[src/rtl/core/ssq_pkg.sv]
`timescale 1ns / 1ps

package ssq_pkg;

  // Register indexes on the configuration port
  localparam logic [2:0] CFG_PATTERN  = 3'd0;
  localparam logic [2:0] CFG_QUANTIZE = 3'd1;
  localparam logic [2:0] CFG_SPAN     = 3'd2;
  localparam logic [2:0] CFG_SHIFT    = 3'd3;
  localparam logic [2:0] CFG_MASK     = 3'd4;
  localparam logic [2:0] CFG_SEED     = 3'd5;

  // Pattern modes
  localparam logic [1:0] PAT_LOOP   = 2'd0;
  localparam logic [1:0] PAT_BOUNCE = 2'd1;
  localparam logic [1:0] PAT_RANDOM = 2'd2;
  localparam logic [1:0] PAT_HOLD   = 2'd3;

  // Quantizer modes
  localparam logic [1:0] QNT_NONE  = 2'd0;
  localparam logic [1:0] QNT_CHROM = 2'd1;
  localparam logic [1:0] QNT_MAJOR = 2'd2;
  localparam logic [1:0] QNT_MINOR = 2'd3;

  // Octave spans
  localparam logic [1:0] SPAN_ONE  = 2'd0;
  localparam logic [1:0] SPAN_TWO  = 2'd1;
  localparam logic [1:0] SPAN_FIVE = 2'd2;

  // Request kinds carried on tuser
  localparam logic REQ_LOAD    = 1'b0;
  localparam logic REQ_ADVANCE = 1'b1;

  // Controller states
  typedef enum logic [2:0] {
    ST_IDLE,
    ST_SEARCH,
    ST_RD_NOW,
    ST_RD_NEXT,
    ST_FILL1,
    ST_FILL2,
    ST_FILL3,
    ST_OUT
  } ssq_state_t;

  // Commands from controller to datapath
  typedef struct packed {
    logic load_wr;     // store the accepted sample
    logic adv_start;   // pending step becomes playing step
    logic search_try;  // one try of the next-step search
    logic rd_now;      // read sample of playing step
    logic rd_next;     // read sample of pending step
    logic cap_now;     // capture DAC code of playing step
    logic cap_next;    // capture DAC code of pending step
    logic out_load;    // move finished result into output register
  } ssq_cmd_t;

  // Status from datapath to controller
  typedef struct packed {
    logic hold_pending;  // pattern leaves pending step as is
    logic search_last;   // current try ends the search
  } ssq_stat_t;

endpackage

[src/rtl/core/ssq_ram.sv]
`timescale 1ns / 1ps

module ssq_ram #(
  parameter int WIDTH = 12,
  parameter int DEPTH = 8
) (
  input  logic                     clk,
  input  logic                     wr_en,
  input  logic [$clog2(DEPTH)-1:0] wr_addr,
  input  logic [WIDTH-1:0]         wr_data,
  input  logic                     rd_en,
  input  logic [$clog2(DEPTH)-1:0] rd_addr,
  output logic [WIDTH-1:0]         rd_data
);

  logic [WIDTH-1:0] mem_r [DEPTH];
  logic [WIDTH-1:0] rd_data_r;

  // One write port, one registered read port
  always_ff @(posedge clk) begin
    if (wr_en) begin
      mem_r[wr_addr] <= wr_data;
    end
    if (rd_en) begin
      rd_data_r <= mem_r[rd_addr];
    end
  end

  assign rd_data = rd_data_r;

endmodule

[src/rtl/core/ssq_ctrl.sv]
`timescale 1ns / 1ps

module ssq_ctrl (
  input  logic              clk,
  input  logic              rst_n,
  input  logic              in_tvalid,
  input  logic              in_req,
  output logic              in_tready,
  output logic              out_tvalid,
  input  logic              out_tready,
  input  ssq_pkg::ssq_stat_t stat,
  output ssq_pkg::ssq_cmd_t  cmd
);

  import ssq_pkg::*;

  ssq_state_t state_r, state_nxt;
  logic       out_tvalid_r, out_tvalid_nxt;

  // State and output-valid registers
  always_ff @(posedge clk) begin
    if (!rst_n) begin
      state_r      <= ST_IDLE;
      out_tvalid_r <= 1'b0;
    end else begin
      state_r      <= state_nxt;
      out_tvalid_r <= out_tvalid_nxt;
    end
  end

  // Next state and commands
  always_comb begin
    state_nxt      = state_r;
    cmd            = '0;
    in_tready      = 1'b0;
    out_tvalid_nxt = out_tvalid_r && !out_tready;
    unique case (state_r)
      ST_IDLE: begin
        in_tready = 1'b1;
        if (in_tvalid) begin
          if (in_req == REQ_ADVANCE) begin
            cmd.adv_start = 1'b1;
            state_nxt     = stat.hold_pending ? ST_RD_NOW : ST_SEARCH;
          end else begin
            cmd.load_wr = 1'b1;
            state_nxt   = ST_RD_NOW;
          end
        end
      end
      ST_SEARCH: begin
        cmd.search_try = 1'b1;
        if (stat.search_last) begin
          state_nxt = ST_RD_NOW;
        end
      end
      ST_RD_NOW: begin
        cmd.rd_now = 1'b1;
        state_nxt  = ST_RD_NEXT;
      end
      ST_RD_NEXT: begin
        cmd.rd_next = 1'b1;
        state_nxt   = ST_FILL1;
      end
      ST_FILL1: begin
        state_nxt = ST_FILL2;
      end
      ST_FILL2: begin
        cmd.cap_now = 1'b1;
        state_nxt   = ST_FILL3;
      end
      ST_FILL3: begin
        cmd.cap_next = 1'b1;
        state_nxt    = ST_OUT;
      end
      ST_OUT: begin
        // wait for the output register to be free
        if (!out_tvalid_r || out_tready) begin
          cmd.out_load   = 1'b1;
          out_tvalid_nxt = 1'b1;
          state_nxt      = ST_IDLE;
        end
      end
      default: begin
        state_nxt = ST_IDLE;
      end
    endcase
  end

  assign out_tvalid = out_tvalid_r;

  a_load_free: assert property (@(posedge clk) disable iff (!rst_n)
    cmd.out_load |-> (!out_tvalid_r || out_tready))
    else $error("result loaded over a word not yet taken");

  a_accept_busy: assert property (@(posedge clk) disable iff (!rst_n)
    (in_tvalid && in_tready) |=> !in_tready)
    else $error("input ready right after an accepted word");

  a_cap_out: assert property (@(posedge clk) disable iff (!rst_n)
    cmd.cap_next |=> (state_r == ST_OUT))
    else $error("second code captured but no output state follows");

endmodule

[src/rtl/core/ssq_dp.sv]
`timescale 1ns / 1ps

module ssq_dp #(
  parameter int STEPS    = 8,
  parameter int DAC_BITS = 12
) (
  input  logic               clk,
  input  logic               rst_n,
  input  ssq_pkg::ssq_cmd_t  cmd,
  output ssq_pkg::ssq_stat_t stat,
  input  logic               cfg_wr,
  input  logic [2:0]         cfg_index,
  input  logic [31:0]        cfg_data,
  input  logic [2:0]         in_step_index,
  input  logic [11:0]        in_cv_sample,
  output logic [2:0]         out_current_step,
  output logic [2:0]         out_next_step,
  output logic [11:0]        out_cv_now,
  output logic [11:0]        out_cv_next
);

  import ssq_pkg::*;

  localparam int IW    = $clog2(STEPS);
  localparam int TW    = $clog2(STEPS + 1);
  localparam int S     = DAC_BITS - 10;
  localparam int BLOCK = 204 << S;
  localparam int SEMI  = 17 << S;
  localparam int BASE  = 2 << S;
  localparam int TOP   = (1 << DAC_BITS) - 1;
  localparam int BW    = $clog2(5 * BLOCK + 1);
  localparam int PW    = 12 + BW;
  localparam int VW    = PW - 11;
  localparam int SW    = VW + 3;

  // Configuration registers
  logic [1:0]        pattern_r;
  logic [1:0]        quant_r;
  logic [1:0]        span_r;
  logic signed [2:0] shift_r;
  logic [7:0]        mask_r;

  // Sequencer state
  logic [IW-1:0]    playing_r;
  logic [IW-1:0]    pending_r;
  logic             bounce_r;
  logic [31:0]      rng_r;
  logic [TW-1:0]    tries_r;
  logic [STEPS-1:0] vld_r;

  // Search helpers
  logic [IW-1:0] k_new;
  logic          bd_new;
  logic [31:0]   rng_step;
  logic [31:0]   rng_new;
  logic [IW-1:0] rnd_k;
  logic [3:0]    kx;
  logic          k_en;

  // Sample memory and scaler pipeline
  logic          load_ok;
  logic [IW-1:0] wr_addr;
  logic [IW-1:0] rd_addr;
  logic [11:0]   rd_data;
  logic          vld_q_r;
  logic [11:0]   samp_eff;
  logic [BW-1:0] blkm;
  logic [PW-1:0] prod_r;
  logic [PW:0]   vsum;
  logic [VW-1:0] v_cur;
  logic [9:0]    xq;
  logic [VW-1:0] v_r;
  logic [21:0]   qm_r;
  logic [5:0]    n_raw;
  logic [5:0]    n_adj;
  logic [VW-1:0] vq;
  logic [VW-1:0] vsel;
  logic signed [SW-1:0] vsum_s;
  logic [11:0]   code;
  logic [11:0]   cv_now_r;
  logic [11:0]   cv_next_r;
  logic [2:0]    cur_out_r;
  logic [2:0]    nxt_out_r;
  logic [11:0]   cvn_out_r;
  logic [11:0]   cvx_out_r;

  function automatic logic [31:0] xorshift32(input logic [31:0] x);
    logic [31:0] a;
    logic [31:0] b;
    a = x ^ (x << 13);
    b = a ^ (a >> 17);
    return b ^ (b << 5);
  endfunction

  assign rng_step = xorshift32(rng_r);

  // Random index: rng modulo STEPS
  generate
    if ((STEPS & (STEPS - 1)) == 0) begin : g_rnd_pow2
      assign rnd_k = rng_step[IW-1:0];
    end else begin : g_rnd_fold
      localparam int RECIP = (1 << 20) / STEPS + 1;
      localparam int NW [8] = '{1 % STEPS, 16 % STEPS, 256 % STEPS, 4096 % STEPS,
                                65536 % STEPS, 1048576 % STEPS,
                                16777216 % STEPS, 268435456 % STEPS};
      logic [10:0] fsum;
      logic [31:0] fq;
      logic [10:0] frem;
      // nibble residues folded into an 11-bit sum
      always_comb begin
        fsum = '0;
        for (int i = 0; i < 8; i++) begin
          fsum = fsum + 11'(int'(rng_step[4*i +: 4]) * NW[i]);
        end
      end
      assign fq    = ({21'b0, fsum} * 32'(RECIP)) >> 20;
      assign frem  = fsum - 11'(fq[10:0] * 11'(STEPS));
      assign rnd_k = IW'(frem);
    end
  endgenerate

  // Candidate step for one search try
  always_comb begin
    k_new   = pending_r;
    bd_new  = bounce_r;
    rng_new = rng_r;
    case (pattern_r)
      PAT_LOOP: begin
        k_new = (pending_r == IW'(STEPS - 1)) ? '0 : pending_r + 1'b1;
      end
      PAT_BOUNCE: begin
        if (!bounce_r && pending_r == IW'(STEPS - 1)) begin
          bd_new = 1'b1;
        end else if (bounce_r && pending_r == '0) begin
          bd_new = 1'b0;
        end
        k_new = bd_new ? pending_r - 1'b1 : pending_r + 1'b1;
        if (k_new == IW'(STEPS - 1)) begin
          bd_new = 1'b1;
        end else if (k_new == '0) begin
          bd_new = 1'b0;
        end
      end
      PAT_RANDOM: begin
        rng_new = rng_step;
        k_new   = rnd_k;
      end
      default: begin
        k_new = pending_r;
      end
    endcase
  end

  // Step indexes of eight and above have no mask bit and count as enabled
  assign kx   = 4'(k_new);
  assign k_en = kx[3] | mask_r[kx[2:0]];

  assign stat.hold_pending = (pattern_r == PAT_HOLD);
  assign stat.search_last  = k_en || (tries_r == TW'(STEPS - 1));

  // Configuration writes
  always_ff @(posedge clk) begin
    if (!rst_n) begin
      pattern_r <= PAT_LOOP;
      quant_r   <= QNT_NONE;
      span_r    <= SPAN_ONE;
      shift_r   <= '0;
      mask_r    <= 8'hFF;
    end else if (cfg_wr) begin
      case (cfg_index)
        CFG_PATTERN:  pattern_r <= cfg_data[1:0];
        CFG_QUANTIZE: quant_r   <= cfg_data[1:0];
        CFG_SPAN:     span_r    <= cfg_data[1:0];
        CFG_SHIFT:    shift_r   <= $signed(cfg_data[2:0]);
        CFG_MASK:     mask_r    <= cfg_data[7:0];
        default: ;
      endcase
    end
  end

  // Step state, search and random generator
  always_ff @(posedge clk) begin
    if (!rst_n) begin
      playing_r <= '0;
      pending_r <= '0;
      bounce_r  <= 1'b0;
      rng_r     <= 32'd2;
      tries_r   <= '0;
    end else begin
      if (cmd.adv_start) begin
        playing_r <= pending_r;
        tries_r   <= '0;
      end
      if (cmd.search_try) begin
        pending_r <= k_new;
        bounce_r  <= bd_new;
        tries_r   <= tries_r + 1'b1;
      end
      if (cfg_wr && cfg_index == CFG_SEED) begin
        rng_r <= (cfg_data == 32'd0) ? 32'd2 : cfg_data;
      end else if (cmd.search_try) begin
        rng_r <= rng_new;
      end
    end
  end

  // Sample store: unwritten steps read as zero
  assign load_ok = ({2'b0, in_step_index} < 5'(STEPS));
  assign wr_addr = IW'(in_step_index);
  assign rd_addr = cmd.rd_now ? playing_r : pending_r;

  always_ff @(posedge clk) begin
    if (!rst_n) begin
      vld_r <= '0;
    end else if (cmd.load_wr && load_ok) begin
      vld_r[wr_addr] <= 1'b1;
    end
  end

  always_ff @(posedge clk) begin
    if (cmd.rd_now || cmd.rd_next) begin
      vld_q_r <= vld_r[rd_addr];
    end
  end

  ssq_ram #(
    .WIDTH(12),
    .DEPTH(STEPS)
  ) u_samples (
    .clk    (clk),
    .wr_en  (cmd.load_wr && load_ok),
    .wr_addr(wr_addr),
    .wr_data(in_cv_sample),
    .rd_en  (cmd.rd_now || cmd.rd_next),
    .rd_addr(rd_addr),
    .rd_data(rd_data)
  );

  assign samp_eff = vld_q_r ? rd_data : 12'd0;

  // Stage 1: sample times block size times span
  always_comb begin
    case (span_r)
      SPAN_TWO:  blkm = BW'(2 * BLOCK);
      SPAN_FIVE: blkm = BW'(5 * BLOCK);
      default:   blkm = BW'(BLOCK);
    endcase
  end

  always_ff @(posedge clk) begin
    prod_r <= {{BW{1'b0}}, samp_eff} * {{12{1'b0}}, blkm};
  end

  // Stage 2: round to DAC units, semitone quotient by reciprocal of 17
  assign vsum  = {1'b0, prod_r} + (PW + 1)'(2048);
  assign v_cur = vsum[PW:12];
  assign xq    = 10'(v_cur >> S);

  always_ff @(posedge clk) begin
    v_r  <= v_cur;
    qm_r <= {12'b0, xq} * 22'd3856;
  end

  // Stage 3: scale snap, octave offsets and clamp
  assign n_raw = qm_r[21:16];

  always_comb begin
    n_adj = n_raw;
    case (quant_r)
      QNT_MAJOR: begin
        if (n_raw == 6'd1 || n_raw == 6'd3 || n_raw == 6'd6 ||
            n_raw == 6'd8 || n_raw == 6'd10) begin
          n_adj = n_raw + 6'd1;
        end
      end
      QNT_MINOR: begin
        if (n_raw == 6'd1 || n_raw == 6'd4 || n_raw == 6'd6 ||
            n_raw == 6'd9 || n_raw == 6'd11) begin
          n_adj = n_raw + 6'd1;
        end
      end
      default: n_adj = n_raw;
    endcase
  end

  assign vq   = {{(VW - 6){1'b0}}, n_adj} * VW'(SEMI);
  assign vsel = (quant_r != QNT_NONE) ? vq : v_r;

  always_comb begin
    vsum_s = $signed({3'b0, vsel}) + SW'(BASE) + SW'(int'(shift_r) * BLOCK);
    if (span_r != SPAN_FIVE) begin
      vsum_s = vsum_s + SW'(2 * BLOCK);
    end
  end

  assign code = (vsum_s < 0) ? 12'd0 :
                (vsum_s > SW'(TOP)) ? 12'(TOP) : 12'(vsum_s);

  // Captured codes and output register
  always_ff @(posedge clk) begin
    if (cmd.cap_now) begin
      cv_now_r <= code;
    end
    if (cmd.cap_next) begin
      cv_next_r <= code;
    end
    if (cmd.out_load) begin
      cur_out_r <= 3'(playing_r);
      nxt_out_r <= 3'(pending_r);
      cvn_out_r <= cv_now_r;
      cvx_out_r <= cv_next_r;
    end
  end

  assign out_current_step = cur_out_r;
  assign out_next_step    = nxt_out_r;
  assign out_cv_now       = cvn_out_r;
  assign out_cv_next      = cvx_out_r;

  a_rng_nonzero: assert property (@(posedge clk) disable iff (!rst_n)
    rng_r != 32'd0)
    else $error("random state reached zero");

  a_step_range: assert property (@(posedge clk) disable iff (!rst_n)
    (pending_r <= IW'(STEPS - 1)) && (playing_r <= IW'(STEPS - 1)))
    else $error("step index out of range");

  a_try_bound: assert property (@(posedge clk) disable iff (!rst_n)
    cmd.search_try |-> (tries_r < TW'(STEPS)))
    else $error("search ran past its try limit");

  a_bounce_top: assert property (@(posedge clk) disable iff (!rst_n)
    (cmd.search_try && pattern_r == PAT_BOUNCE && k_new == IW'(STEPS - 1)) |=> bounce_r)
    else $error("bounce did not turn at the top step");

endmodule

[src/rtl/core/step_sequencer_with_pitch_quantizer.sv]
`timescale 1ns / 1ps

// Eight-step CV sequencer with pitch quantizer.
// Input stream (in_*): tuser[0] is the request kind (0 load, 1 advance),
// tdata carries the step index and the 12-bit sample for loads.
// Output stream (out_*): one word per input word with the playing step,
// the pending step and a DAC code for each.
// Config port (cfg_*): index selects pattern mode, quantize mode, octave
// span, octave shift, step enable mask or random seed; always ready and
// meant to be written while no word is in flight.
// Timing: a word is accepted in the idle state. An advance whose pattern
// does not hold then runs the try loop: 1 to STEPS skip tries, one per
// cycle. The single read port of the sample memory then reads the
// playing and the pending sample in turn; both pass the three-stage
// scaler and are captured, and the result moves into the output
// register. The next word is accepted from the cycle the result is valid.
// The next word is taken while a finished result still waits; if the
// receiver stalls, the block holds before delivering a second result.
// Reset clears all steps to zero samples, both step indexes to zero,
// the bounce direction to upward and the random state to 2.
module step_sequencer_with_pitch_quantizer #(
  parameter int STEPS    = 8,
  parameter int DAC_BITS = 12
) (
  input  logic        clk,
  input  logic        rst_n,
  input  logic        in_tvalid,
  output logic        in_tready,
  input  logic [15:0] in_tdata,   // step_index[2:0], cv_sample[14:3], zero pad
  input  logic [0:0]  in_tuser,   // req_type[0]
  output logic        out_tvalid,
  input  logic        out_tready,
  output logic [31:0] out_tdata,  // current_step[2:0], next_step[5:3],
                                  // cv_now[17:6], cv_next[29:18], zero pad
  input  logic        cfg_valid,
  output logic        cfg_ready,
  input  logic [2:0]  cfg_index,
  input  logic [31:0] cfg_data
);

  import ssq_pkg::*;

  ssq_cmd_t    cmd;
  ssq_stat_t   stat;
  logic [2:0]  cur_step;
  logic [2:0]  nxt_step;
  logic [11:0] cv_now;
  logic [11:0] cv_next;

  assign cfg_ready = 1'b1;

  ssq_ctrl u_ctrl (
    .clk       (clk),
    .rst_n     (rst_n),
    .in_tvalid (in_tvalid),
    .in_req    (in_tuser[0]),
    .in_tready (in_tready),
    .out_tvalid(out_tvalid),
    .out_tready(out_tready),
    .stat      (stat),
    .cmd       (cmd)
  );

  ssq_dp #(
    .STEPS   (STEPS),
    .DAC_BITS(DAC_BITS)
  ) u_dp (
    .clk             (clk),
    .rst_n           (rst_n),
    .cmd             (cmd),
    .stat            (stat),
    .cfg_wr          (cfg_valid && cfg_ready),
    .cfg_index       (cfg_index),
    .cfg_data        (cfg_data),
    .in_step_index   (in_tdata[2:0]),
    .in_cv_sample    (in_tdata[14:3]),
    .out_current_step(cur_step),
    .out_next_step   (nxt_step),
    .out_cv_now      (cv_now),
    .out_cv_next     (cv_next)
  );

  // Pack the result word
  assign out_tdata = {2'b00, cv_next, cv_now, nxt_step, cur_step};

endmodule
[config.mk]
export PLATFORM = sky130hd
export DESIGN_NAME = step_sequencer_with_pitch_quantizer
export DESIGN_NICKNAME = d
export VERILOG_FILES = /design/src/rtl/core/ssq_pkg.sv /design/src/rtl/core/ssq_ram.sv /design/src/rtl/core/ssq_ctrl.sv /design/src/rtl/core/ssq_dp.sv /design/src/rtl/core/step_sequencer_with_pitch_quantizer.sv
export SDC_FILE = /design/constraint.sdc
export NUM_CORES = 1
export LEC_CHECK = 0
export ABC_CLOCK_PERIOD_IN_PS = 7000
export BUFFER_PORTS_ARGS = -buffer_cell sky130_fd_sc_hd__buf_2
export CORE_UTILIZATION = 32
export CTS_CLUSTER_DIAMETER = 80
export DETAILED_ROUTE_END_ITERATION = 6
export PLACE_DENSITY = 0.47
export SYNTH_ARGS = -nofsm -noshare
export SYNTH_HDL_FRONTEND = slang
export SYNTH_SLANG_ARGS = --single-unit
export TNS_END_PERCENT = 50
[constraint.sdc]
create_clock -name clk -period 7 [get_ports clk]
set_input_delay 1.4 -clock clk [delete_from_list [all_inputs] [get_ports clk]]
set_output_delay 1.4 -clock clk [all_outputs]
set_load 0.05 [all_outputs]
Word level (Yosys, flattened, before mapping)
Memory sizes are Yosys's and may differ from the RTL's. A register that Yosys moved wholly into a read port is not among the register bits.
Index checks and enable logic that the tools add are counted.
Widths: inputs -> output; s select.
Word-level totals
  memory bits (writable): 96
  output and inout port bits: 35
  flip-flop bits (word level): 182
  memories kept: 1
  logic and storage cells: 169
Memories
  u_dp.u_samples.mem_r: depth 8, width 12, read ports 1, clocked after memory_dff 1, write ports 1, line ssq_ram.sv:16  | logic [WIDTH-1:0] mem_r [DEPTH];
Cells by class
  equal/unequal tests: 34
  multiplexer cells: 52
  $mul: 4
  bitwise gates (word level): 4
  magnitude comparators: 6
  reduce and logical (&&, ||, !) cells: 37
  add/subtract/negate cells: 8
Operators by type and width (number)
  $mux 32: 4
  $xor 32x32->32: 2
  $mux 12: 3
  $logic_not 32->1: 1
  $xor 32x15->32: 1
  $add 24x12->25 const B: 1
  $eq 3x3->1 const B: 8
  $eq 6x4->1 const B: 4
  $mul 12x12->24: 1
  $pmux 12 s2: 1
  $pmux 3 s8: 1
  $mux 1: 22
  $mux 3: 7
  $mul 10x8->18 const B: 1
  $add 16x12->16 const B: 1
  $add 16x16->16: 1
  $gt 16x13->1 const B: 1
  $lt 16x1->1 const B: 1
  $mux 16: 1
  $add 13x4->14 const B: 1
  $reduce_and 2->1: 7
  $mux 13: 1
  $eq 3x2->1 const B: 4
  $eq 6x3->1 const B: 2
  31 further kinds: 68

Depth between registers and ports, before layout
Gate-level depths: netlist (run 1).
  word-level depth: 16
  depth in mapped cells: 28
  gate-level depth less buffers: 26

Cells and area by module
A second synthesis (run 1) with hierarchy kept.
Unflattened totals
  cells, all modules: 1425
  area total of the unflattened synthesis: 16686.0 um^2
By module, submodules not included
  ssq_dp: cells each 1210, area an instance 12162.9 um^2, times used 1, sequential area each 3653.5 um^2
  ssq_ram: cells each 164, area an instance 4107.7 um^2, times used 1, sequential area each 3243.1 um^2
  ssq_ctrl: cells each 46, area an instance 385.4 um^2, times used 1, sequential area each 80.1 um^2
  step_sequencer_with_pitch_quantizer: cells each 5, area an instance 30.0 um^2, times used 1, sequential area each 0.0 um^2

Worst setup path before layout (run 1)
OpenSTA, ideal clock, no wires.
  path type: reg-to-reg
  from: register u_dp.qm_r[17]
  to: register u_dp.cv_next_r[10] (data pin)
  period minus slack after synthesis: 5.602 ns
  data required time: 6.736 ns
  arrival time: 5.338 ns
  setup slack: 1.398 ns
  stages on the path, launching flop included: 28
  library setup time: 0.264 ns
  cell sequence: dfxtp_1 > inv_1 > ha_1 > nor4_1 > a21oi_1 > or3b_1 > and2_1 > nor2_1 > o21bai_1 > ha_1 > ha_1 > inv_1 > fa_1 > nor2b_1 > a21boi_0 > o31ai_4 > and4bb_1 > xnor2_1 > ha_1 > clkbuf_1 > or2_2 > a2111oi_0 > nand3b_1 > a211oi_1 > a211o_1 > a21oi_2 > buf_4 > a21oi_1
On the way
  cells in the longest elaborated chain, start to end: 16
  elaborated cells between the ends (all ways): 30
  those cells by class: add/sub (4); mul (1); order compare (2); eq/ne (8); mux (7); reduce/logical (8)
Ends and longest elaborated chain
  from (decl): line ssq_dp.sv:73  | logic [21:0] qm_r;
  from (signal assigned): line ssq_dp.sv:261  | qm_r <= {12'b0, xq} * 22'd3856;
  branches (longest 6 deep; another with $add 6x1->6)
  $pmux 6 s2 (*): line ssq_dp.sv:269  | case (quant_r)
  $mul 6x5->11 (*): line ssq_dp.sv:286  | assign vq = {{(VW - 6){1'b0}}, n_adj} * VW'(SEMI);
  $mux 13 (*): line ssq_dp.sv:287  | assign vsel = (quant_r != QNT_NONE) ? vq : v_r;
  $add 13x4->14 (*): line ssq_dp.sv:290  | vsum_s = $signed({3'b0, vsel}) + SW'(BASE) + SW'(int'(shift_r) * BLOCK);
  $add 16x16->16 (*): line ssq_dp.sv:290
  $add 16x12->16: line ssq_dp.sv:292  | vsum_s = vsum_s + SW'(2 * BLOCK);
  $mux 16 (*): line ssq_dp.sv:291  | if (span_r != SPAN_FIVE) begin
  $gt 16x13->1: line ssq_dp.sv:297  | (vsum_s > SW'(TOP)) ? 12'(TOP) : 12'(vsum_s);
  $mux 12: line ssq_dp.sv:297
  $mux 12 (*): line ssq_dp.sv:296  | assign code = (vsum_s < 0) ? 12'd0 :
  net u_dp.code[10]: line ssq_dp.sv:79  | logic [11:0] code;
  to (signal assigned): line ssq_dp.sv:305  | cv_next_r <= code;
  to (decl): line ssq_dp.sv:81  | logic [11:0] cv_next_r;
Mark *: on every way through the listed nets, which the timed path passes.
A chain may end at the register's enable or synchronous reset.

Final worst setup path (run 1)
  from: register u_dp.qm_r[17]
  to: register u_dp.cv_now_r[3] (data pin)
On the way
  cells in the longest elaborated chain, start to end: 16
  elaborated cells between the ends (all ways): 30
  those cells by class: add/sub (4); mul (1); order compare (2); eq/ne (8); mux (7); reduce/logical (8)
Ends and longest elaborated chain
  branches (longest 6 deep; another with $add 6x1->6)
  $pmux 6 s2 (*): line ssq_dp.sv:269
  $mul 6x5->11 (*): line ssq_dp.sv:286
  $mux 13 (*): line ssq_dp.sv:287
  $add 13x4->14 (*): line ssq_dp.sv:290
  $add 16x16->16 (*): line ssq_dp.sv:290
  $add 16x12->16: line ssq_dp.sv:292
  $mux 16 (*): line ssq_dp.sv:291
  $gt 16x13->1: line ssq_dp.sv:297
  $mux 12: line ssq_dp.sv:297
  $mux 12 (*): line ssq_dp.sv:296
  net u_dp.code[3]: line ssq_dp.sv:79
  to (signal assigned): line ssq_dp.sv:302  | cv_now_r <= code;
  to (decl): line ssq_dp.sv:80  | logic [11:0] cv_now_r;
Marked as above.

==> metrics.txt, run 1 <==
# TYPE chip_impl_metric gauge
chip_impl_metric{name="share_seq_of_total_power",unit="%"} 26.7
chip_impl_metric{name="drt_pass1_iterations",unit=""} 4
chip_impl_metric{name="maxSlewViolCount",unit=""} 0
chip_impl_info{name="worst_r2r_startpoint",value="u_dp.qm_r[17]"} 1
chip_impl_metric{name="cellPowerDensity",unit="nW/um^2"} 402
chip_impl_metric{name="whs",unit="ns"} 0.414
chip_impl_info{name="post-synth-top-area-cell",value="sky130_fd_sc_hd__edfxtp_1"} 1
chip_impl_metric{name="final_period_minus_worst_setup_slack",unit="ns"} 6.32
chip_impl_metric{name="cts_htree_levels",unit=""} 2
chip_impl_metric{name="syn_area",unit="sq um"} 16700
chip_impl_info{name="crit_path_start_kind",value="flop"} 1
chip_impl_metric{name="cts_made_buffers",unit=""} 34
chip_impl_metric{name="vdd_drop_max",unit="mV"} 0.351
chip_impl_metric{name="drtIter0Drc",unit=""} 453
chip_impl_info{name="outcome",value="completed"} 1
chip_impl_metric{name="max-cap-violations",unit=""} 0
chip_impl_info{name="unrepaired_setup_endpoints_after_global_routing",value="no"} 1
chip_impl_metric{name="synth_seq_cells",unit=""} 267
chip_impl_metric{name="dr_total_vias",unit=""} 10401
chip_impl_metric{name="post_layout_nonfiller_instances",unit=""} 2213
chip_impl_metric{name="drtAntennaViolNets",unit=""} 0
chip_impl_info{name="cpMaxStageDelayCell",value="sky130_fd_sc_hd__or3b_1"} 1
chip_impl_metric{name="postCtsSetupBuffers",unit=""} 0
chip_impl_metric{name="critical_path_peak_fanout",unit=""} 12
chip_impl_metric{name="cts_max_path_buffers",unit=""} 3
chip_impl_metric{name="rrSetupSlack",unit="ns"} 0.68
chip_impl_metric{name="detail_route.wirelength",unit="mm"} 35.3
chip_impl_metric{name="fin_skew",unit="ns"} 0.0330
chip_impl_info{name="grt_busiest_layer",value="met2"} 1
chip_impl_metric{name="grt_usage",unit="%"} 13.7
chip_impl_metric{name="maximum_achievable_frequency",unit="MHz"} 158
chip_impl_info{name="worst-setup-path-type",value="flop to flop"} 1
chip_impl_metric{name="post-route-period-util",unit="%"} 90.2
chip_impl_info{name="root_buffer",value="sky130_fd_sc_hd__clkbuf_16"} 1
chip_impl_metric{name="fp.coreArea",unit="sq um"} 51400
chip_impl_metric{name="grtUsageMet1",unit="%"} 18.1
chip_impl_metric{name="syn_area_per_cell",unit="sq um"} 11.7
chip_impl_metric{name="fp.dieArea",unit="sq um"} 53000
chip_impl_metric{name="grt_pass1_vias",unit=""} 10791
chip_impl_metric{name="timing.final.setup_violations",unit=""} 0
chip_impl_metric{name="grtUsageMet2",unit="%"} 23.1
chip_impl_metric{name="syn2layout_area_growth",unit="%"} 13.8
chip_impl_metric{name="clk_pin_slew",unit="ns"} 0.06
chip_impl_metric{name="hold-path-cell-count",unit=""} 0
chip_impl_metric{name="globalRoute.totalOverflow",unit=""} 0
chip_impl_metric{name="power.switching",unit="mW"} 2.96
chip_impl_metric{name="actual_slew_at_the_worst_max_slew_pin",unit="ns"} 1.15
chip_impl_metric{name="placement.io_buffers",unit=""} 87
chip_impl_metric{name="grt_start_max_net_pins",unit=""} 73
chip_impl_info{name="worst_hold_startpoint",value="u_dp.cv_now_r[1]"} 1
chip_impl_info{name="critPathMostFrequentCell",value="sky130_fd_sc_hd__ha_1"} 1
chip_impl_metric{name="asyncSetResetFlopFracSynth",unit="%"} 0
chip_impl_metric{name="final_layout_size_suffix_gt1_share",unit="%"} 15.6
chip_impl_metric{name="max_transition_margin",unit="%"} 23.0
chip_impl_metric{name="cts_sinks",unit=""} 267
chip_impl_info{name="whs_endpoint",value="u_dp.out_cv_now[1]"} 1
chip_impl_metric{name="fillCellCount",unit=""} 5111
chip_impl_metric{name="clk-insertion-delay-late",unit="ns"} 0.55
chip_impl_metric{name="netlist-cell-type-count",unit=""} 85
chip_impl_metric{name="synthDominantCellAreaShare",unit="%"} 29.4
chip_impl_metric{name="grt.met3_usage",unit="%"} 2.23
chip_impl_info{name="critical_path.top_delay_family",value="simple AND/OR/NAND/NOR gates"} 1
chip_impl_metric{name="timing.critical_path.required",unit="ns"} 7.25
chip_impl_metric{name="internal_power",unit="mW"} 4.67
chip_impl_info{name="worst_hold_path_type",value="flop to flop"} 1
chip_impl_metric{name="num_antenna_cells",unit=""} 0
chip_impl_metric{name="placementRows",unit=""} 83
chip_impl_info{name="critical_path.reg2reg.endpoint",value="u_dp.cv_now_r[3]"} 1
chip_impl_metric{name="dieWidth",unit="microns"} 230
chip_impl_info{name="critical_path.endpoint_type",value="flop"} 1
chip_impl_info{name="ys_top_cells_by_area",value="sky130_fd_sc_hd__edfxtp_1 29%, sky130_fd_sc_hd__dfxtp_1 12%, sky130_fd_sc_hd__ha_1 10%"} 1
chip_impl_metric{name="finalHoldViolations",unit=""} 0
chip_impl_metric{name="finalWeightedCongestion",unit=""} 0.800
chip_impl_metric{name="yosysWarningCount",unit=""} 0
chip_impl_metric{name="edff_count_synth",unit=""} 163
chip_impl_metric{name="critical-path-max-stage-delay",unit="ns"} 0.42
chip_impl_metric{name="r2r.worst_path.cells",unit=""} 25
chip_impl_metric{name="worstPathArrival",unit="ns"} 6.56
chip_impl_metric{name="power_switching_share",unit="%"} 38.8
chip_impl_metric{name="post-route-drc-count",unit=""} 0
chip_impl_metric{name="post_synth_inst_count",unit=""} 1428
chip_impl_info{name="ys_dominant_reg_cell",value="sky130_fd_sc_hd__edfxtp_1"} 1
chip_impl_metric{name="dp.final_hpwl",unit="mm"} 25.9
chip_impl_metric{name="die_height",unit="microns"} 230
chip_impl_metric{name="placed_cells",unit=""} 2152
chip_impl_metric{name="layout.core_utilization",unit="%"} 36.9
chip_impl_metric{name="vias_per_cell",unit=""} 4.70
chip_impl_metric{name="timing.setup.tns",unit="ns"} 0
chip_impl_metric{name="cp_num_buf_inv",unit=""} 1
chip_impl_metric{name="io_pins",unit=""} 92
chip_impl_info{name="tritoncts",value="built"} 1
chip_impl_metric{name="comb_power_share",unit="%"} 50.7
chip_impl_metric{name="p_clk_share",unit="%"} 22.6
chip_impl_metric{name="grt_antenna_before_repair",unit=""} 0
chip_impl_metric{name="p_leak",unit="nW"} 8.24
chip_impl_metric{name="first_pass_grt_wire_length",unit="mm"} 57.6
chip_impl_metric{name="drt-wirelength-per-cell",unit="microns"} 15.9
chip_impl_metric{name="final_nets",unit=""} 1783
chip_impl_metric{name="floorplan.initialDensity",unit="%"} 32.4
chip_impl_metric{name="seq_total_area_yosys",unit="%"} 41.8
repair_timing:
| action | CTS | global route |
|---|---|---|
| hold buffers | 0 | 0 |
| resized for setup | 0 | 1 |
| endpoints found under the setup margin | 0 | 24 |
flip-flops by register name (all words and copies together) (netlist names), 4 cells and up:
name and flops:
u_dp.u_samples.rd_data 12, u_dp.qm_r 6, u_dp.vld_r 8, u_dp.rng_r 32
u_dp.mask_r 8, u_dp.tries_r 4, u_dp.out_cv_now 12, u_dp.prod_r 13
u_dp.u_samples.mem_r 96, u_dp.cv_now_r 12, u_dp.cv_next_r 12, u_dp.out_cv_next 12
u_dp.v_r 13
stage by stage:
step,instance area (sq um),worst slack (ns),power [mW]
after floorplan,16700,1.40,5.12
after global placement,17800,0.665,5.96
after detailed placement,17800,0.473,5.99
after CTS,19000,0.466,7.81
after global routing,19000,0.116,8.41
final,19000,0.684,7.63
routing by layer:
metal	share of wire (%)	routed length, microns	up-vias
li1	-	-	5199
met1	47	16500	5025
met2	48	16800	138
met3	3.8	1340	39
met4	1.7	599	0
met5	0	0	-
layout make-up:
type	instances	area, sq um	share of cell area, %
clock inverter	19	224	1.18
clock buffer	42	901	4.75
inverter	132	495	2.61
tap	680	851	4.49
sequential	267	6980	36.8
multi-input combinational	974	8990	47.4
timing repair buffer	99	526	2.77
synthesized netlist by cell type (8+ instances only):
cell type,instances
sky130_fd_sc_hd__xnor2_1,77
sky130_fd_sc_hd__or2_2,9
sky130_fd_sc_hd__a21oi_1,32
sky130_fd_sc_hd__fa_1,83
sky130_fd_sc_hd__nor2_1,64
sky130_fd_sc_hd__nand2_1,79
sky130_fd_sc_hd__a211oi_1,8
sky130_fd_sc_hd__mux2i_1,31
sky130_fd_sc_hd__clkbuf_1,35
sky130_fd_sc_hd__mux4_2,27
sky130_fd_sc_hd__nor4_1,13
sky130_fd_sc_hd__dfxtp_1,104
sky130_fd_sc_hd__nand2b_1,11
sky130_fd_sc_hd__o21a_1,16
sky130_fd_sc_hd__o211a_1,33
sky130_fd_sc_hd__or3_1,32
sky130_fd_sc_hd__ha_1,135
sky130_fd_sc_hd__mux2_2,15
sky130_fd_sc_hd__o21ai_0,43
sky130_fd_sc_hd__and3_1,20
sky130_fd_sc_hd__edfxtp_1,163
sky130_fd_sc_hd__nand3_1,49
sky130_fd_sc_hd__nor3_1,15
sky130_fd_sc_hd__inv_1,132
sky130_fd_sc_hd__xor2_1,47
sky130_fd_sc_hd__nor2b_1,22
power by group through the flow:
stage | Clock, mW | Combinational, mW | Sequential [mW]
after global routing | 1.84 | 4.51 | 2.06
after CTS | 1.78 | 3.99 | 2.04
after global placement | 0 | 3.89 | 2.07
final | 1.72 | 3.87 | 2.04
after detailed placement | 0 | 3.91 | 2.07
after floorplan | 0 | 3.10 | 2.02
how the worst max path moves through the flow:
stage	start	endpoint	slack, ns	depth (start not counted)
5_1_grt	u_dp.qm_r[17]	u_dp.cv_next_r[6]	0.12	25
3_5_place_dp	u_dp.qm_r[17]	u_dp.cv_now_r[6]	0.47	26
3_3_place_gp	u_dp.qm_r[17]	u_dp.cv_next_r[8]	0.67	26
6_report	u_dp.qm_r[17]	u_dp.cv_now_r[3]	0.68	25
2_1_floorplan	u_dp.qm_r[17]	u_dp.cv_next_r[10]	1.40	27
4_1_cts	u_dp.qm_r[17]	u_dp.cv_next_r[6]	0.47	26
cells in the final DEF (no fill, tap or decap), types with 33 or more instances in the layout:
cell type / synthesis / routed
sky130_fd_sc_hd__o21ai_0: 43 / 43
sky130_fd_sc_hd__ha_1: 135 / 135
sky130_fd_sc_hd__inv_1: 132 / 132
sky130_fd_sc_hd__dfxtp_1: 104 / 104
sky130_fd_sc_hd__xnor2_1: 77 / 77
sky130_fd_sc_hd__fa_1: 83 / 83
sky130_fd_sc_hd__nor2_1: 64 / 58
sky130_fd_sc_hd__xor2_1: 47 / 47
sky130_fd_sc_hd__o211a_1: 33 / 33
sky130_fd_sc_hd__buf_2: 6 / 87
sky130_fd_sc_hd__clkbuf_16: 0 / 34
sky130_fd_sc_hd__nand3_1: 49 / 49
sky130_fd_sc_hd__nand2_1: 79 / 79
sky130_fd_sc_hd__edfxtp_1: 163 / 163
cell families (layout without fill, tap and decap cells):
family,Yosys count,after routing,share of synthesized area (%)
AOI/OAI and AO/OA,192,192,8.51
buffers and inverters,188,292,4.65
xor gates and xnor gates,126,126,6.75
muxes,74,74,6.60
adders and majority gates,218,218,20.1
and+or+nand+nor,361,361,11.5
DFF,267,267,41.8
other,2,3,0.0450
Note: power is estimated with default switching activity, not from simulation.
==> run 2: changes to the inputs <==
CTS_BUF_LIST = sky130_fd_sc_hd__clkbuf_8 sky130_fd_sc_hd__clkbuf_16   (was not set)
==> run 2 against run 1 <==
Against the previous run:
- wire length is essentially flat
- count of clock-buffer cells in the layout shrank 6
- clock power is essentially flat
- power shrank 0.14%
- die area is the same
- combinational power is essentially flat
- clock skew grew 0.0018 ns
- critical path depth is the same
- largest cell class unchanged
==> metrics.txt, run 2 (synthesized netlist as in run 1, its figures left out) <==
# TYPE chip_impl_metric gauge
chip_impl_metric{name="whs",unit="ns"} 0.414
chip_impl_metric{name="vdd_drop_max",unit="mV"} 0.351
chip_impl_metric{name="vias_per_cell",unit=""} 4.70
chip_impl_metric{name="post_layout_nonfiller_instances",unit=""} 2213
chip_impl_metric{name="actual_slew_at_the_worst_max_slew_pin",unit="ns"} 1.16
chip_impl_metric{name="placementRows",unit=""} 83
chip_impl_metric{name="power_switching_share",unit="%"} 38.8
chip_impl_metric{name="maximum_achievable_frequency",unit="MHz"} 158
chip_impl_metric{name="first_pass_grt_wire_length",unit="mm"} 57.6
chip_impl_metric{name="cellPowerDensity",unit="nW/um^2"} 402
chip_impl_metric{name="floorplan.initialDensity",unit="%"} 32.4
chip_impl_metric{name="p_leak",unit="nW"} 8.26
chip_impl_metric{name="grt_start_max_net_pins",unit=""} 73
chip_impl_metric{name="rrSetupSlack",unit="ns"} 0.68
chip_impl_metric{name="final_nets",unit=""} 1783
chip_impl_info{name="registers.top_by_ff_count",value="u_dp.u_samples.mem_r"} 1
chip_impl_metric{name="share_seq_of_total_power",unit="%"} 26.7
chip_impl_metric{name="max_transition_margin",unit="%"} 22.2
chip_impl_metric{name="drtAntennaViolNets",unit=""} 0
chip_impl_metric{name="dp.final_hpwl",unit="mm"} 25.9
chip_impl_metric{name="io_pins",unit=""} 92
chip_impl_metric{name="grt_usage",unit="%"} 13.7
chip_impl_metric{name="timing.critical_path.required",unit="ns"} 7.25
chip_impl_info{name="crit_path_start_kind",value="flop"} 1
chip_impl_metric{name="max-cap-violations",unit=""} 0
chip_impl_metric{name="cts_max_path_buffers",unit=""} 3
chip_impl_info{name="worst_hold_path_type",value="flop to flop"} 1
chip_impl_metric{name="globalRoute.totalOverflow",unit=""} 0
chip_impl_metric{name="critical-path-max-stage-delay",unit="ns"} 0.42
chip_impl_metric{name="finalHoldViolations",unit=""} 0
chip_impl_info{name="critPathMostFrequentCell",value="sky130_fd_sc_hd__ha_1"} 1
chip_impl_metric{name="post-route-period-util",unit="%"} 90.2
chip_impl_metric{name="drt-wirelength-per-cell",unit="microns"} 15.9
chip_impl_info{name="biggestRegsByFlops",value="u_dp.u_samples.mem_r (96), u_dp.rng_r (32)"} 1
chip_impl_info{name="root_buffer",value="sky130_fd_sc_hd__clkbuf_16"} 1
chip_impl_info{name="cpMaxStageDelayCell",value="sky130_fd_sc_hd__or3b_1"} 1
chip_impl_metric{name="cp_num_buf_inv",unit=""} 1
chip_impl_metric{name="cts_sinks",unit=""} 267
chip_impl_metric{name="largest_register_ffs",unit=""} 96
chip_impl_metric{name="dr_total_vias",unit=""} 10402
chip_impl_metric{name="drt_pass1_iterations",unit=""} 4
chip_impl_info{name="tritoncts",value="built"} 1
chip_impl_metric{name="comb_power_share",unit="%"} 50.8
chip_impl_metric{name="detail_route.wirelength",unit="mm"} 35.2
chip_impl_metric{name="clk_pin_slew",unit="ns"} 0.06
chip_impl_metric{name="fillCellCount",unit=""} 5111
chip_impl_metric{name="clk-insertion-delay-late",unit="ns"} 0.55
chip_impl_metric{name="cts_htree_levels",unit=""} 2
chip_impl_metric{name="post-route-drc-count",unit=""} 0
chip_impl_metric{name="power.switching",unit="mW"} 2.96
chip_impl_metric{name="placed_cells",unit=""} 2152
chip_impl_metric{name="postCtsSetupBuffers",unit=""} 0
chip_impl_info{name="unrepaired_setup_endpoints_after_global_routing",value="no"} 1
chip_impl_metric{name="fin_skew",unit="ns"} 0.0348
chip_impl_metric{name="dieWidth",unit="microns"} 230
chip_impl_info{name="critical_path.endpoint_type",value="flop"} 1
chip_impl_info{name="layout_common_cells",value="163 x sky130_fd_sc_hd__edfxtp_1, 138 x sky130_fd_sc_hd__inv_1, 135 x sky130_fd_sc_hd__ha_1"} 1
chip_impl_metric{name="fp.coreArea",unit="sq um"} 51400
chip_impl_metric{name="drtIter0Drc",unit=""} 460
chip_impl_metric{name="timing.setup.tns",unit="ns"} 0
chip_impl_metric{name="grt_pass1_vias",unit=""} 10793
chip_impl_metric{name="layout.core_utilization",unit="%"} 36.9
chip_impl_metric{name="num_antenna_cells",unit=""} 0
chip_impl_metric{name="final_layout_size_suffix_gt1_share",unit="%"} 15.6
chip_impl_metric{name="grt_antenna_before_repair",unit=""} 0
chip_impl_metric{name="maxSlewViolCount",unit=""} 0
chip_impl_metric{name="die_height",unit="microns"} 230
chip_impl_metric{name="critical_path_peak_fanout",unit=""} 12
chip_impl_metric{name="worstPathArrival",unit="ns"} 6.56
chip_impl_metric{name="p_clk_share",unit="%"} 22.5
chip_impl_info{name="worst-setup-path-type",value="flop to flop"} 1
chip_impl_metric{name="final_period_minus_worst_setup_slack",unit="ns"} 6.32
chip_impl_metric{name="fp.dieArea",unit="sq um"} 53000
chip_impl_metric{name="post_cts_hold_buffer_count",unit=""} 0
chip_impl_metric{name="placement.io_buffers",unit=""} 87
chip_impl_metric{name="finalWeightedCongestion",unit=""} 0.800
chip_impl_metric{name="timing.final.setup_violations",unit=""} 0
chip_impl_metric{name="syn2layout_area_growth",unit="%"} 13.8
chip_impl_metric{name="cts_made_buffers",unit=""} 34
chip_impl_info{name="critical_path.top_delay_family",value="simple AND/OR/NAND/NOR gates"} 1
chip_impl_info{name="final_common_cell",value="sky130_fd_sc_hd__edfxtp_1"} 1
chip_impl_metric{name="internal_power",unit="mW"} 4.66
chip_impl_info{name="outcome",value="completed"} 1
[run 2: changes by cell type in the layout (fill, tap and decap cells not counted)]
cell                       before  now
sky130_fd_sc_hd__clkbuf_1       6    0
sky130_fd_sc_hd__inv_1        132  138
[run 2: path summary, 6_finish.rpt]
kind,cells past startpoint,to,from
max,25,u_dp.cv_now_r[3],u_dp.qm_r[17]
min,0,u_dp.out_cv_now[1],u_dp.cv_now_r[1]
max reg2reg,25,u_dp.cv_now_r[3],u_dp.qm_r[17]
min reg2reg,0,u_dp.out_cv_now[1],u_dp.cv_now_r[1]
[run 2: cell type report]
type | instances | area (sq um) | area share (%)
Sequential cell | 267 | 6980 | 36.8
Multi-Input combinational cell | 974 | 8990 | 47.4
Clock inverter | 25 | 246 | 1.30
Timing Repair Buffer | 99 | 526 | 2.77
Tap cell | 680 | 851 | 4.49
Inverter | 132 | 495 | 2.61
Clock buffer | 36 | 878 | 4.63
[run 2: stage by stage]
stage	setup slack, ns	cell area (sq um)	total power, mW
after floorplan	1.40	16700	5.12
after global placement	0.665	17800	5.96
after detailed placement	0.473	17800	5.99
after CTS	0.466	19000	7.80
after global routing	0.116	19000	8.40
final	0.684	19000	7.62
[run 2: metal layers]
metal,global-route usage (%),share of wire [%]
met4,3.73,1.7
met1,18.1,47
met3,2.23,3.7
met5,0,0
met2,23.1,48
[run 2: repair_timing]
action,CTS,global route
endpoints found under the hold margin,0,0
gates resized for setup,0,1
endpoints found under the setup margin,0,24
[run 2: power by group through the flow]
| stage | logic (mW) | clock network, mW | registers (mW) |
|---|---|---|---|
| 4_1_cts | 3.99 | 1.78 | 2.04 |
| 2_1_floorplan | 3.10 | 0 | 2.02 |
| 3_5_place_dp | 3.91 | 0 | 2.07 |
| 6_report | 3.87 | 1.71 | 2.04 |
| 5_1_grt | 4.51 | 1.83 | 2.06 |
| 3_3_place_gp | 3.89 | 0 | 2.07 |
